### config.mk
export PLATFORM = sky130hd
export DESIGN_NAME = sads_dp
export DESIGN_NICKNAME = d
export VERILOG_FILES = /design/src/rtl/core/shared_array_dual_stack_assert.svh /design/src/rtl/core/sads_pkg.sv /design/src/rtl/core/sads_dp.sv
export SDC_FILE = /design/constraint.sdc
export NUM_CORES = 1
export LEC_CHECK = 0
export BUFFER_PORTS_ARGS = -buffer_cell sky130_fd_sc_hd__buf_2
export CORE_ASPECT_RATIO = 1.25
export CORE_MARGIN = 1.5
export CORE_UTILIZATION = 28
export CTS_CLUSTER_DIAMETER = 50
export DETAILED_ROUTE_END_ITERATION = 16
export GPL_ROUTABILITY_DRIVEN = 1
export PLACE_DENSITY = 0.39
export SYNTH_ARGS = -nofsm -noshare
export SYNTH_HDL_FRONTEND = slang
export SYNTH_SLANG_ARGS = --single-unit
### constraint.sdc
create_clock -name clock -period 8.1 [get_ports clock]
set_clock_uncertainty 0.1 [all_clocks]
set_input_delay 0 -clock clock [delete_from_list [all_inputs] [get_ports clock]]
set_output_delay 0 -clock clock [all_outputs]
set_load 0.05 [all_outputs]
### src/rtl/core/shared_array_dual_stack_assert.svh
// ----------------------------------------------------------------------------
// Assertion macros for the shared array dual stack
// Implication checks that vanish in synthesis builds.
// ----------------------------------------------------------------------------
`ifndef SHARED_ARRAY_DUAL_STACK_ASSERT_SVH
`define SHARED_ARRAY_DUAL_STACK_ASSERT_SVH

`ifndef SYNTHESIS

// same-cycle implication
`define SADS_ASSERT_IMPLY(label, clk, rst, ante, cons) \
   label: assert property (@(posedge clk) disable iff (rst) (ante) |-> (cons)) \
      else $error("sads: same-cycle check failed");

// next-cycle implication
`define SADS_ASSERT_NEXT(label, clk, rst, ante, cons) \
   label: assert property (@(posedge clk) disable iff (rst) (ante) |=> (cons)) \
      else $error("sads: next-cycle check failed");

`else

`define SADS_ASSERT_IMPLY(label, clk, rst, ante, cons)
`define SADS_ASSERT_NEXT(label, clk, rst, ante, cons)

`endif

`endif

### src/rtl/core/sads_pkg.sv
// ----------------------------------------------------------------------------
// sads_pkg
// Types and constants shared by the dual stack controller and datapath.
// ----------------------------------------------------------------------------
package sads_pkg;

   localparam int FUNC_W   = 2;
   localparam int DATA_W   = 32;
   localparam int STATUS_W = 2;
   localparam int DEPTH_W  = 5;

   // operation codes
   typedef enum logic [FUNC_W-1:0] {
      FUNC_PUSH_A = 2'd0,
      FUNC_PUSH_B = 2'd1,
      FUNC_POP_A  = 2'd2,
      FUNC_POP_B  = 2'd3
   } func_type;

   // result status codes
   typedef enum logic [STATUS_W-1:0] {
      ST_DONE  = 2'd0,
      ST_FULL  = 2'd1,
      ST_EMPTY = 2'd2
   } status_type;

   // controller states
   typedef enum logic {
      S_IDLE = 1'b0,
      S_LOAD = 1'b1
   } state_type;

   // controller to datapath
   typedef struct packed {
      logic accept;   // execute the request on the ports this cycle
      logic load;     // move the finished result into the output register
   } cmd_type;

   // datapath to controller
   typedef struct packed {
      logic out_free; // output register empty or being drained
   } dp_status_type;

endpackage

### src/rtl/core/sads_dp.sv
// ----------------------------------------------------------------------------
// sads_dp
// Shared store, both stack counts and the response register.
// ----------------------------------------------------------------------------
module sads_dp import sads_pkg::*; #(
   parameter int DEPTH = 16
) (
   input  logic                     clock,
   input  logic                     reset,
   input  cmd_type                  cmd,
   output dp_status_type            dp_sts,
   input  logic [FUNC_W-1:0]        req_func,
   input  logic signed [DATA_W-1:0] req_push_value,
   output logic                     rsp_valid,
   input  logic                     rsp_ready,
   output logic [STATUS_W-1:0]      rsp_status,
   output logic signed [DATA_W-1:0] rsp_pop_value,
   output logic [DEPTH_W-1:0]       rsp_depth_a,
   output logic [DEPTH_W-1:0]       rsp_depth_b
);

   localparam int CNT_W  = $clog2(DEPTH + 1);
   localparam int ADDR_W = $clog2(DEPTH);
   localparam int SUM_W  = CNT_W + 1;

   // store
   logic [DATA_W-1:0] mem [DEPTH];
   logic [DATA_W-1:0] rd_data_ff;

   // stack counts
   logic [CNT_W-1:0] count_a_ff, count_a_in;
   logic [CNT_W-1:0] count_b_ff, count_b_in;

   // pending result of the accepted request
   status_type pend_status_ff, pend_status_in;
   logic       pop_ok_ff, pop_ok_in;

   // output register
   logic                     out_valid_ff;
   status_type               out_status_ff;
   logic signed [DATA_W-1:0] out_pop_ff;
   logic [DEPTH_W-1:0]       out_depth_a_ff;
   logic [DEPTH_W-1:0]       out_depth_b_ff;

   logic              wr_en, rd_en;
   logic [ADDR_W-1:0] wr_addr, rd_addr;
   logic [SUM_W-1:0]  fill;
   logic              full;
   logic [CNT_W-1:0]  top_b_push, top_b_pop;
   logic [CNT_W+DEPTH_W-1:0] depth_a_ext, depth_b_ext;

   assign fill       = {1'b0, count_a_ff} + {1'b0, count_b_ff};
   assign full       = fill >= SUM_W'(DEPTH);
   assign top_b_push = CNT_W'(DEPTH - 1) - count_b_ff;
   assign top_b_pop  = CNT_W'(DEPTH) - count_b_ff;

   // operation decode, executed in the accept cycle
   always_comb begin
      wr_en          = 1'b0;
      rd_en          = 1'b0;
      wr_addr        = count_a_ff[ADDR_W-1:0];
      rd_addr        = top_b_pop[ADDR_W-1:0];
      count_a_in     = count_a_ff;
      count_b_in     = count_b_ff;
      pend_status_in = pend_status_ff;
      pop_ok_in      = pop_ok_ff;
      if (cmd.accept) begin
         pend_status_in = ST_DONE;
         pop_ok_in      = 1'b0;
         case (func_type'(req_func))
            FUNC_PUSH_A: begin
               if (full) begin
                  pend_status_in = ST_FULL;
               end else begin
                  wr_en      = 1'b1;
                  wr_addr    = count_a_ff[ADDR_W-1:0];
                  count_a_in = count_a_ff + 1'b1;
               end
            end
            FUNC_PUSH_B: begin
               if (full) begin
                  pend_status_in = ST_FULL;
               end else begin
                  wr_en      = 1'b1;
                  wr_addr    = top_b_push[ADDR_W-1:0];
                  count_b_in = count_b_ff + 1'b1;
               end
            end
            FUNC_POP_A: begin
               if (count_a_ff == '0) begin
                  pend_status_in = ST_EMPTY;
               end else begin
                  count_a_in = count_a_ff - 1'b1;
                  rd_en      = 1'b1;
                  rd_addr    = count_a_in[ADDR_W-1:0];
                  pop_ok_in  = 1'b1;
               end
            end
            default: begin
               if (count_b_ff == '0) begin
                  pend_status_in = ST_EMPTY;
               end else begin
                  count_b_in = count_b_ff - 1'b1;
                  rd_en      = 1'b1;
                  rd_addr    = top_b_pop[ADDR_W-1:0];
                  pop_ok_in  = 1'b1;
               end
            end
         endcase
      end
   end

   // store port: one write or one registered read
   always_ff @(posedge clock) begin
      if (wr_en) begin
         mem[wr_addr] <= req_push_value;
      end
      if (rd_en) begin
         rd_data_ff <= mem[rd_addr];
      end
   end

   // counts and pending result
   always_ff @(posedge clock) begin
      if (reset) begin
         count_a_ff <= '0;
         count_b_ff <= '0;
      end else begin
         count_a_ff <= count_a_in;
         count_b_ff <= count_b_in;
      end
      pend_status_ff <= pend_status_in;
      pop_ok_ff      <= pop_ok_in;
   end

   // depths reported on five bits
   assign depth_a_ext = {{DEPTH_W{1'b0}}, count_a_ff};
   assign depth_b_ext = {{DEPTH_W{1'b0}}, count_b_ff};

   // output register
   always_ff @(posedge clock) begin
      if (reset) begin
         out_valid_ff <= 1'b0;
      end else if (cmd.load) begin
         out_valid_ff <= 1'b1;
      end else if (rsp_ready) begin
         out_valid_ff <= 1'b0;
      end
      if (cmd.load) begin
         out_status_ff  <= pend_status_ff;
         out_pop_ff     <= pop_ok_ff ? rd_data_ff : '0;
         out_depth_a_ff <= depth_a_ext[DEPTH_W-1:0];
         out_depth_b_ff <= depth_b_ext[DEPTH_W-1:0];
      end
   end

   assign dp_sts.out_free = !out_valid_ff || rsp_ready;

   assign rsp_valid     = out_valid_ff;
   assign rsp_status    = out_status_ff;
   assign rsp_pop_value = out_pop_ff;
   assign rsp_depth_a   = out_depth_a_ff;
   assign rsp_depth_b   = out_depth_b_ff;

endmodule

# [Yosys cells after proc, flatten, opt, wreduce, memory -nomap -nowiden]
# Memories as Yosys holds them, arrays and structs flattened. A register that Yosys moved wholly into a read port is not among the register bits.
# Cells that the tools add are included.
# Widths: inputs -> output; s select.
[totals] reg_bits=58 ram_bits=512 out_inout_bits=46 word_cells=63 mem_count=1
[mem_list] name="mem" depth=16 word_bits=32 rd=1 rd_ports_with_merged_regs=1 wr=1 line_no="sads_dp.sv:27" text="logic [DATA_W-1:0] mem [DEPTH];"
[op_classes] n_addsub=7 magnitude_cmp=1 n_eq_ne=6 mux=27 bitwise_logic=1 reduce_logical=11
[op_table] cell="$mux 4" count=6
[op_table] cell="$mux 5" count=4
[op_table] cell="$pmux 5 s2" count=2
[op_table] cell="$mux 1" count=11
[op_table] cell="$add 5x1->5 const B" count=2
[op_table] cell="$logic_not 5->1" count=2
[op_table] cell="$sub 5x1->5 const B" count=2
[op_table] cell="$reduce_and 4->1" count=2
[op_table] cell="$add 5x5->6" count=1
[op_table] cell="$ge 6x5->1 const B" count=1
[op_table] cell="$ne 2x2->1 const B" count=3
[op_table] cell="$mux 2" count=2
[op_table] cell="$pmux 2 s2" count=1
[op_table] cell="$reduce_bool 2->1" count=2
[op_table] cell="$reduce_or 2->1" count=2
[op_table] cell="$sub 1x4->4 const A" count=1
[op_table] cell="$sub 4x4->4 const A" count=1
[op_table] cell="$eq 2x1->1 const B" count=1
[op_table] cell="$eq 2x2->1 const B" count=1
[op_table] cell="$logic_not 2->1" count=1
[op_table] cell="$ne 2x1->1 const B" count=1
[op_table] cell="$pmux 1 s2" count=1
[op_table] cell="$logic_not 1->1" count=1
[op_table] cell="$logic_or 1x1->1" count=1
[op_table] cell="$not 1->1" count=1

# [Depth between registers and ports, before layout]
# Gate-level depths: netlist of the first run.
[depth] depth_word=7 mapped_depth=13

# [Least setup slack after synthesis of the first run]
# No wires, ideal clock.
[synth_path] path_kind="register to register" from="register count_b_ff[1]" to="memory mem[13][0], enable pin" setup_time_ns=0.432 arrival_ns=3.464 path_slack_ns=4.104 path_stages_with_launch=8 n_path_buf=1 period_less_slack_ns=3.996 path_cell_list="dfxtp_1 > ha_1 > a31o_2 > a21oi_1 > o211ai_1 > clkbuf_1 > or4_1 > a21oi_1"
[synth_between] elab_chain_cells=7 elab_cells_between_ends=11 cone_classes="2 x add/sub; 1 x order compare; 8 x mux"
[synth_lines] item="start: declaration" line_no="sads_dp.sv:32" text="logic [CNT_W-1:0] count_b_ff, count_b_in;"
[synth_lines] item="start signal: assignment" line_no="sads_dp.sv:130" text="count_b_ff <= count_b_in;"
[synth_lines] item="$add 5x5->6" line_no="sads_dp.sv:52" text="assign fill = {1'b0, count_a_ff} + {1'b0, count_b_ff};"
[synth_lines] item="$ge 6x5->1" line_no="sads_dp.sv:53" text="assign full = fill >= SUM_W'(DEPTH);"
[synth_lines] item="$mux 1" line_no="sads_dp.sv:72, sads_dp.sv:81"
[synth_lines] item="$mux 1"
[synth_lines] item="$mux 1" line_no="sads_dp.sv:67" text="if (cmd.accept) begin"
[synth_lines] item="$mux 1" line_no="sads_dp.sv:115" text="if (wr_en) begin"
[synth_lines] item="$mux 1 (not written as such)" line_no="sads_dp.sv:116" text="mem[wr_addr] <= req_push_value;"
[synth_lines] item="end: declaration" line_no="sads_dp.sv:27"
# Parallel ways exist; a longest one is shown, timed or not.

# [Final worst setup path of the first run]
[layout_path] from="register count_a_ff[1]" to="register rd_data_ff[31], read port of mem (data pin)"
[layout_between] elab_chain_cells=4 elab_cells_between_ends=8 cone_classes="1 x add/sub; 6 x mux; 1 x reduce/logical"
[layout_lines] item="start: declaration" line_no="sads_dp.sv:31" text="logic [CNT_W-1:0] count_a_ff, count_a_in;"
[layout_lines] item="start signal: assignment" line_no="sads_dp.sv:129" text="count_a_ff <= count_a_in;"
[layout_lines] item="$sub 5x1->5 / $logic_not 5->1 (equally long branches)" line_no="sads_dp.sv:93, sads_dp.sv:90"
[layout_lines] item="$mux 4 / $mux 1 (equally long branches)" line_no="sads_dp.sv:90" text="if (count_a_ff == '0) begin"
[layout_lines] item="$mux 4 / $pmux 1 s2 (equally long branches)"
[layout_lines] item="$mux 4 / $mux 1 (equally long branches)" line_no="sads_dp.sv:67"
[layout_lines] item="end: declaration" line_no="sads_dp.sv:28" text="logic [DATA_W-1:0] rd_data_ff;"
# Parallel ways exist; a longest one is shown, timed or not.
# A chain may end at the register's enable or synchronous reset.

==> results of run 1 <==
[cell usage after synthesis (3+ instances only)]
library cell  instances
nand3b_1              3
nor2_1               20
xnor2_1               6
buf_4                 4
a22oi_2              30
o21ai_1              63
nand2_1             487
a211oi_1            225
clkbuf_1            239
a211o_1              33
a32oi_1              32
o211ai_1             66
nand2b_1            485
o22ai_1              66
a22oi_1             161
nand3_1              12
a2bb2o_1             63
mux2i_1               4
a22o_1               67
buf_6                18
xor2_1                5
ha_1                 11
dfxtp_1              11
a2bb2oi_1            33
a21oi_1              24
o211a_1              32
and2_1               33
buf_2                51
edfxtp_1            591
inv_1                 7
or4_1                 7
buf_1                16
nand4_1             103
nor3_1                6
o21ai_0               5
or3_1                12
[area by class of cell]
type | instances | area, um^2 | area share (%)
multi-input cells | 2125 | 13910 | 36.73
inverters | 8 | 30.03 | 0.07929
clock buffers | 100 | 2205 | 5.821
repair buffers | 184 | 1321 | 3.489
well taps | 1562 | 1954 | 5.160
flip-flops and latches | 602 | 17970 | 47.46
clock inverters | 52 | 473.0 | 1.249
diodes | 2 | 5.005 | 0.01321
[registers in the layout (all words and copies together) (netlist names)]
| signal | flops |
|---|---|
| pop_ok_ff | 1 |
| rsp_depth_a | 5 |
| rsp_status | 2 |
| rsp_pop_value | 32 |
| count_b_ff | 5 |
| count_a_ff | 5 |
| rd_data_ff | 32 |
| mem | 512 |
| rsp_depth_b | 5 |
| rsp_valid | 1 |
| pend_status_ff | 2 |
[worst max-delay path, delay by kind of cell, from the launching register on]
family | cells | cell delay, ns
buffers and inverters | 4 | 2.24
flip-flops | 1 | 0.62
AO/OA/AOI/OAI | 3 | 0.57
AND/OR/NAND/NOR | 2 | 0.32
adder cells (fa/ha/maj) | 1 | 0.22
[power by group through the flow]
stage	Sequential [mW]	Combinational, mW	Clock, mW
final	3.79	4.87	3.63
after global routing	3.81	5.24	3.83
after CTS	3.80	4.91	3.73
after detailed placement	3.86	4.88	0
after global placement	3.86	4.80	0
after floorplan	3.87	3.32	0
[how the worst max path moves through the flow]
stage                     end     startpoint  cells past startpoint  slack (ns)
6_report       rd_data_ff[31]  count_a_ff[1]                     10        3.52
5_1_grt         rd_data_ff[6]  count_a_ff[1]                      9        3.23
4_1_cts         rd_data_ff[6]  count_a_ff[1]                      9        3.58
3_5_place_dp    rd_data_ff[6]  count_a_ff[1]                      9        3.61
3_3_place_gp    rd_data_ff[6]  count_a_ff[1]                      9        3.72
2_1_floorplan      mem[13][0]  count_b_ff[1]                      7        4.10
[metal layers]
metal	track usage, %	share of wire, %	wire length, um	up-vias
li1	-	-	-	11520
met1	25.46	42	52440	13450
met2	36.39	50	63310	837
met3	2.566	4.9	6112	223
met4	7.769	3.2	4052	10
met5	0	0.056	71	-
[metrics by stage]
step / hold slack (ns) / setup slack (ns) / std cells
4_1_cts: 0.1031 / 3.580 / 4633
5_1_grt: 0.1530 / 3.227 / 4633
6_report: 0.1473 / 3.516 / 4635
3_5_place_dp: 0.2049 / 3.609 / 4442
2_1_floorplan: -0.02724 / 4.104 / 3063
3_3_place_gp: 0.1862 / 3.719 / 4442
[cells by family (layout without fill, tap and decap cells)]
| logic type | count (synthesis) | in the layout | share of synthesized area (%) |
|---|---|---|---|
| xor+xnor | 11 | 11 | 0.2913 |
| simple gates | 1184 | 1184 | 18.67 |
| flops | 602 | 602 | 54.33 |
| fa+ha+maj | 12 | 12 | 0.4767 |
| compound gates | 913 | 913 | 21.62 |
| other cells | 0 | 2 | 0 |
| mux | 5 | 5 | 0.1551 |
| buf+inv | 336 | 344 | 4.460 |
==> impl_metrics.json, run 1 <==
{
  "ir_drop_v": 0.0003941,
  "yosys.area.top_type_share_pct": 53.66,
  "critPathMaxFanout": 182,
  "syn-num-nets": 3114,
  "yosysTopAreaCell": "edfxtp_1",
  "synth-main-ff-cell": "edfxtp_1",
  "slowest_stage": "buf_4",
  "r2r_cells": 10,
  "hp-class": "in2reg",
  "drt-initial-drc-count": 2073,
  "finalCriticalPeriod_ns": 4.584,
  "rsz0062_at_grt": "false",
  "die_area_mm2": 0.1202,
  "postCtsSetupBuffers": 0,
  "fillCellCount": 11610,
  "cp-start-kind": "register",
  "reg2reg_slack_ns": 3.52,
  "postSynthAreaPerCell_um2": 10.80,
  "hold_viol_final": 0,
  "drive_gt1_share_pct": 11.14,
  "setup_viol": 0,
  "grt.total_usage_pct": 20.65,
  "max_freq_mhz": 218.1,
  "first_pass_iters": 5,
  "worstMarginPinSlew_ns": 1.194,
  "synth_warnings": 0,
  "antenna_found_initial": 11,
  "endpoint_kind": "register",
  "power_frac_seq_pct": 30.9,
  "hold_buffers": 39,
  "ant_nets": 0,
  "r2r_end": "rd_data_ff[31]",
  "cts_tree": "done",
  "crit_chain": "inv_1 -> ha_4 -> or4b_4 -> buf_12 -> buf_4 -> a21oi_4 -> buf_4 -> o22ai_1 -> a2bb2o_1 -> nand4_1",
  "via_per_inst": 5.618,
  "power_mw": 12.29,
  "seq_area_frac_synth_pct": 54.33,
  "syn2layout_area_growth_pct": 14.52,
  "arrival_ns": 4.88,
  "cp_data_required_time_ns": 8.39,
  "status": "finished clean",
  "min_to": "count_a_ff[0]",
  "clock_path_buffers": 3,
  "maxSlewHeadroom_pct": 20.41,
  "core_area_mm2": 0.1168,
  "wl_mm": 126.0,
  "numCtsBuffers": 84,
  "clkSinkCount": 602,
  "first_global_vias": 25860,
  "cts_resized": 0,
  "final_nets": 3056,
  "dp_hpwl_mm": 59.91,
  "leakagePower_nw": 12.36,
  "rows": 140,
  "combPwrFrac_pct": 39.6,
  "final_util_pct": 32.42,
  "grt_pass1_wl_mm": 181.3,
  "power_switching_share_pct": 39.32,
  "async_reset_ff_share_pct": 0,
  "avgRoutedWirePerCell_um": 27.18,
  "synth_edf_count": 591,
  "placed_cell_area_mm2": 0.03480,
  "htree_levels": 3,
  "vias": 26040,
  "p_clk_share_pct": 29.5,
  "crit_top_cell": "buf_4",
  "drc": 0,
  "min_path_cells": 3,
  "final_common_cell": "edfxtp_1",
  "synth_area_leaders": "edfxtp_1 (54%), nand2b_1 (9.2%), nand2_1 (5.5%)",
  "synth_area_mm2": 0.03307,
  "overflow": 0,
  "cts_root_buf": "clkbuf_16",
  "die_x_um": 310.4,
  "drv_cap": 0,
  "mostFrequentLayoutCells": "edfxtp_1 (591), nand2_1 (487), nand2b_1 (485)",
  "powerDensity_mw_per_mm2": 324.5,
  "clock_latency_ns": 0.66,
  "start_util_pct": 28.31,
  "timing.rr.start": "count_a_ff[1]",
  "port-buffer-count": 84,
  "netSwitchingPower_mw": 4.833,
  "synth.distinct_cells": 62,
  "dieHeight_um": 387.2,
  "criticalPathCategory": "reg2reg",
  "period_share_pct": 56.60,
  "fin_area_mm2": 0.03787,
  "setup_tns_ns": 0,
  "slew_violations": 0,
  "gp_congestion": 0.7157,
  "synth_seq_cells": 602,
  "path_clk_slew_ns": 0.06,
  "cp_slowest_stage_delay_ns": 0.82,
  "pin_count": 85,
  "worstHoldStart": "reset",
  "grt_max_degree": 199,
  "p_int_mw": 7.459,
  "syn_inst": 3063
}
(Power assumes the default switching activity.)
==> inputs of run 2 (changes only) <==
==> constraint.sdc (replaced) <==
create_clock -name clock -period 4.63 [get_ports clock]
set_clock_uncertainty 0.1 [all_clocks]
set_input_delay 0 -clock clock [delete_from_list [all_inputs] [get_ports clock]]
set_output_delay 0 -clock clock [all_outputs]
set_load 0.05 [all_outputs]
==> run 2 against run 1 <==
- global-route usage about the same
- final area increased by 1.3%
- die area unchanged
- core utilization is 0.43 points higher
- clock power up 68%
- count of clock-buffer cells in the layout is 1 lower
- critical path type unchanged
- fmax grew 17%
- routed wire length is essentially flat
- non-clock buffer count up 33
==> impl_metrics.json, run 2 (synthesized netlist as in run 1, its figures left out) <==
{
  "hp-class": "in2reg",
  "cp-start-kind": "register",
  "postCtsSetupBuffers": 0,
  "period_share_pct": 84.32,
  "rsz0062_at_grt": "false",
  "dieHeight_um": 387.2,
  "ir_drop_v": 0.0004982,
  "die_x_um": 310.4,
  "clock_path_buffers": 3,
  "numCtsBuffers": 82,
  "crit_buf_inv": 2,
  "clkSinkCount": 602,
  "clock_latency_ns": 0.68,
  "finalCriticalPeriod_ns": 3.904,
  "power_mw": 21.62,
  "fin_area_mm2": 0.03838,
  "status": "finished clean",
  "path_clk_slew_ns": 0.05,
  "grt.total_usage_pct": 20.69,
  "syn2layout_area_growth_pct": 16.04,
  "wl_mm": 125.9,
  "whs_ns": 0.1616,
  "gp_congestion": 0.7822,
  "drt-initial-drc-count": 1809,
  "core_area_mm2": 0.1168,
  "preCtsSetupSlack_ns": 0.7436,
  "powerDensity_mw_per_mm2": 563.4,
  "setup_slack_ns": 0.7260,
  "drive_gt1_share_pct": 12.12,
  "drv_cap": 0,
  "via_per_inst": 5.533,
  "largest_register": "mem",
  "maxSlewHeadroom_pct": 16.50,
  "cts_resized": 0,
  "final_common_cell": "edfxtp_1",
  "antenna_found_initial": 7,
  "slew_violations": 0,
  "first_global_vias": 25900,
  "start_util_pct": 28.31,
  "grt_pass1_wl_mm": 183.2,
  "critPathMaxFanout": 32,
  "cp_data_required_time_ns": 4.82,
  "crit_top_cell": "buf_4",
  "cts_tree": "done",
  "final_util_pct": 32.85,
  "max_freq_mhz": 256.1,
  "grt_max_degree": 104,
  "ant_nets": 0,
  "largest_reg_flops": 512,
  "first_pass_iters": 5,
  "hold_buffers": 39,
  "dp_hpwl_mm": 68.70,
  "criticalPathCategory": "reg2reg",
  "die_area_mm2": 0.1202,
  "setup_viol": 0,
  "arrival_ns": 4.09,
  "placed_cell_area_mm2": 0.03542,
  "setup_tns_ns": 0,
  "dp_cells": 4475,
  "pin_count": 85,
  "rows": 140,
  "slowest_stage": "dfxtp_1",
  "path_delay_family": "compound AO/OA/AOI/OAI gates",
  "worstMarginPinSlew_ns": 1.253,
  "htree_levels": 3,
  "instances_no_fill": 4666,
  "drc": 0,
  "cp_slowest_stage_delay_ns": 0.64,
  "avgRoutedWirePerCell_um": 26.98,
  "mostFrequentLayoutCells": "edfxtp_1 (591), nand2_1 (487), nand2b_1 (485)",
  "hold_viol_final": 0,
  "endpoint_kind": "register",
  "final_nets": 3087,
  "port-buffer-count": 84,
  "cts_root_buf": "clkbuf_16",
  "leakagePower_nw": 12.58,
  "vias": 25820,
  "crit_chain": "ha_1 -> a31o_2 -> a21oi_1 -> o211ai_1 -> buf_4 -> or3_1 -> a21oi_4 -> buf_4",
  "overflow": 0
}
run 2: routing by layer:
| metal | track usage [%] | wire length, um |
|---|---|---|
| met1 | 26.03 | 53430 |
| met2 | 35.91 | 63170 |
| met3 | 2.659 | 5357 |
| met4 | 7.521 | 3877 |
| met5 | 0 | 52 |
run 2: worst paths after layout:
kind,cells after the start,startpoint,slack [ns],end
worst max register to register,8,count_b_ff[1],0.73,mem[1][12]
worst min-delay path,2,cmd[1],0.16,pend_status_ff[0]
worst min register to register,0,pend_status_ff[0],0.32,rsp_status[0]
worst max-delay path,8,count_b_ff[1],0.73,mem[1][12]
run 2: worst reg2reg max path: cells and delay by family (launching register included):
family / cells / cell delay (ns)
AND/OR/NAND/NOR: 1 / 0.42
buffers and inverters: 2 / 0.96
flip-flops: 1 / 0.64
AO/OA/AOI/OAI: 4 / 1.05
adder cells (fa/ha/maj): 1 / 0.34
run 2: area by class of cell:
| type | count | area (um^2) |
|---|---|---|
| fill | 11620 | 78460 |
| sequential | 602 | 17970 |
| multi-input combinational | 2125 | 13910 |
| clock buffer | 99 | 2136 |
| tap | 1562 | 1954 |
| timing repair buffer | 217 | 1944 |
| clock inverter | 52 | 422.9 |
| inverter | 8 | 30.03 |
| antenna | 1 | 2.502 |
run 2: power by group:
| group | switching, mW | total [mW] | leakage (nW) | internal (mW) |
|---|---|---|---|---|
| clock network | 2.60 | 6.09 | 1.23 | 3.49 |
| registers | 0.213 | 6.63 | 5.48 | 6.41 |
| logic | 5.84 | 8.90 | 5.87 | 3.07 |
| total | 8.65 | 21.6 | 12.6 | 13.0 |
==> inputs of run 3 (changes only) <==
==> constraint.sdc (replaced) <==
create_clock -name clock -period 3.7 [get_ports clock]
set_clock_uncertainty 0.1 [all_clocks]
set_input_delay 0 -clock clock [delete_from_list [all_inputs] [get_ports clock]]
set_output_delay 0 -clock clock [all_outputs]
set_load 0.05 [all_outputs]
==> run 3 against run 2 <==
- first-iteration DRC count decreased by 2.4%
- final area increased by 1.8%
- routed wire length decreased by 1.7%
- die area unchanged
- clock power increased by 40%
- core utilization increased by 0.61 points
- count of clock-buffer cells in the layout increased by 3
- cell count increased by 0.69%
- global-route usage decreased by 0.19 points
- via count increased by 0.31%
- worst setup slack got worse by 0.52 ns
- critical endpoint is now mem[4][3]
==> impl_metrics.json, run 3 (synthesized netlist as in run 1, its figures left out) <==
{
  "avgRoutedWirePerCell_um": 26.34,
  "num_antenna_cells": 0,
  "vias": 25900,
  "hold_viol_final": 0,
  "die_x_um": 310.4,
  "worstHoldStart": "reset",
  "drive_gt1_share_pct": 13.07,
  "maxSlewHeadroom_pct": 30.30,
  "drc": 0,
  "largest_register": "mem",
  "rsz0062_at_grt": "false",
  "power_frac_seq_pct": 29.3,
  "min_to": "count_b_ff[4]",
  "rows": 140,
  "slew_violations": 0,
  "drv_cap": 0,
  "htree_levels": 3,
  "p_int_mw": 17.16,
  "ant_nets": 0,
  "antenna_found_initial": 5,
  "slowest_stage": "dfxtp_1",
  "final_common_cell": "edfxtp_1",
  "cts_root_buf": "clkbuf_16",
  "fin_area_mm2": 0.03909,
  "clock_path_buffers": 3,
  "dp_cells": 4494,
  "clock_latency_ns": 0.68,
  "drt-initial-drc-count": 1765,
  "power_switching_share_pct": 38.76,
  "grt_max_degree": 158,
  "reg2reg_slack_ns": 0.21,
  "status": "finished clean",
  "r2r_cells": 8,
  "leakagePower_nw": 12.91,
  "dieHeight_um": 387.2,
  "ir_drop_v": 0.0005753,
  "dp_hpwl_mm": 68.32,
  "r2r_end": "mem[4][3]",
  "powerDensity_mw_per_mm2": 717.1,
  "period_share_pct": 94.44,
  "numCtsBuffers": 88,
  "largest_reg_flops": 512,
  "fillCellCount": 11500,
  "instances_no_fill": 4698,
  "crit_buf_inv": 2,
  "min_path_cells": 3,
  "core_area_mm2": 0.1168,
  "arrival_ns": 3.75,
  "p_clk_share_pct": 30.4,
  "grt_pass1_wl_mm": 181.7,
  "port-buffer-count": 84,
  "combPwrFrac_pct": 40.3,
  "setup_viol": 0,
  "postCtsSetupBuffers": 0,
  "start_util_pct": 28.31,
  "overflow": 0,
  "pin_count": 85,
  "worstMarginPinSlew_ns": 1.045,
  "clkSinkCount": 602,
  "grt.total_usage_pct": 20.50,
  "critPathMaxFanout": 19,
  "max_freq_mhz": 286.2,
  "whs_ns": 0.1224,
  "timing.rr.start": "count_a_ff[1]",
  "final_nets": 3114,
  "finalCriticalPeriod_ns": 3.494,
  "first_global_vias": 26250,
  "hp-class": "in2reg",
  "cp-start-kind": "register",
  "cp_data_required_time_ns": 3.96,
  "cts_tree": "done",
  "placed_cell_area_mm2": 0.03574,
  "criticalPathCategory": "reg2reg",
  "power_mw": 28.03,
  "netSwitchingPower_mw": 10.86,
  "path_clk_slew_ns": 0.05,
  "syn2layout_area_growth_pct": 18.18,
  "crit_chain": "ha_1 -> a31o_2 -> a21oi_1 -> o211ai_1 -> buf_4 -> or3_1 -> a21oi_4 -> buf_12",
  "die_area_mm2": 0.1202,
  "cp_slowest_stage_delay_ns": 0.46,
  "endpoint_kind": "register",
  "wl_mm": 123.8,
  "path_delay_family": "compound AO/OA/AOI/OAI gates",
  "gp_congestion": 0.7619,
  "first_pass_iters": 6,
  "mostFrequentLayoutCells": "edfxtp_1 (591), nand2_1 (487), nand2b_1 (485)",
  "via_per_inst": 5.512
}
## run 3: changes by cell type in the layout (fill, tap and decap cells not counted), sizes merged, moves of 2 or more
cell,change
bufinv,+7
clkinv,-2
dlygate4sd3,+2
clkbuf,+3
buf,+19
inv,+3
## run 3: power by group through the flow
stage	logic, mW	registers [mW]	clock network [mW]
after floorplan	7.28	8.48	0
after global placement	11.2	8.37	0
after detailed placement	11.3	8.37	0
after CTS	11.4	8.23	8.76
after global routing	12.2	8.25	8.98
final	11.3	8.22	8.52
## run 3: worst register-to-register path, stage by stage (launching register included)
cell and delay [ns]:
dfxtp_1 0.46, ha_1 0.28, a31o_2 0.27, a21oi_1 0.25, o211ai_1 0.40, buf_4 0.37, or3_1 0.43, a21oi_4 0.38
buf_12 0.24
## run 3: how the worst max path moves through the flow
stage | from | end | slack, ns | cells past startpoint
floorplan | count_b_ff[1] | mem[0][0] | -0.24 | 8
global placement | count_a_ff[1] | mem[4][6] | 0.34 | 8
detailed placement | count_a_ff[1] | mem[4][3] | 0.29 | 8
CTS | count_a_ff[1] | mem[4][3] | 0.26 | 8
global route | count_a_ff[1] | mem[4][6] | 0.02 | 8
finish | count_a_ff[1] | mem[4][3] | 0.21 | 8
## run 3: area by class of cell
cell class | instances | area (um^2) | share of cell area (%)
flip-flops and latches | 602 | 17970 | 45.99
clock buffers | 102 | 2255 | 5.769
well taps | 1562 | 1954 | 5.000
repair buffers | 238 | 2282 | 5.839
clock inverters | 61 | 678.2 | 1.735
inverters | 8 | 30.03 | 0.07683
multi-input cells | 2125 | 13910 | 35.59
## run 3: routing by layer
| metal | share of wire [%] | global-route usage [%] | vias up |
|---|---|---|---|
| met5 | 0.039 | 0 | - |
| met4 | 2.8 | 6.900 | 8 |
| met3 | 4.4 | 2.435 | 182 |
| met2 | 50 | 35.30 | 728 |
| met1 | 43 | 26.37 | 13330 |
| li1 | - | - | 11650 |
## run 3: per-stage QoR
stage | util, % | setup TNS, ns | worst slack (ns)
2_1_floorplan | - | -9.270 | -0.2394
3_3_place_gp | 30.59 | 0 | 0.3380
3_5_place_dp | 30.59 | 0 | 0.2945
4_1_cts | 33.45 | 0 | 0.2575
5_1_grt | 33.45 | 0 | 0.01909
6_report | 33.45 | 0 | 0.2057
## run 3: timing repair
action | CTS | global route
endpoints found under the hold margin | 573 | 0
resized for setup | 0 | 0
setup endpoints to repair | 0 | 0
hold buffers | 41 | 0
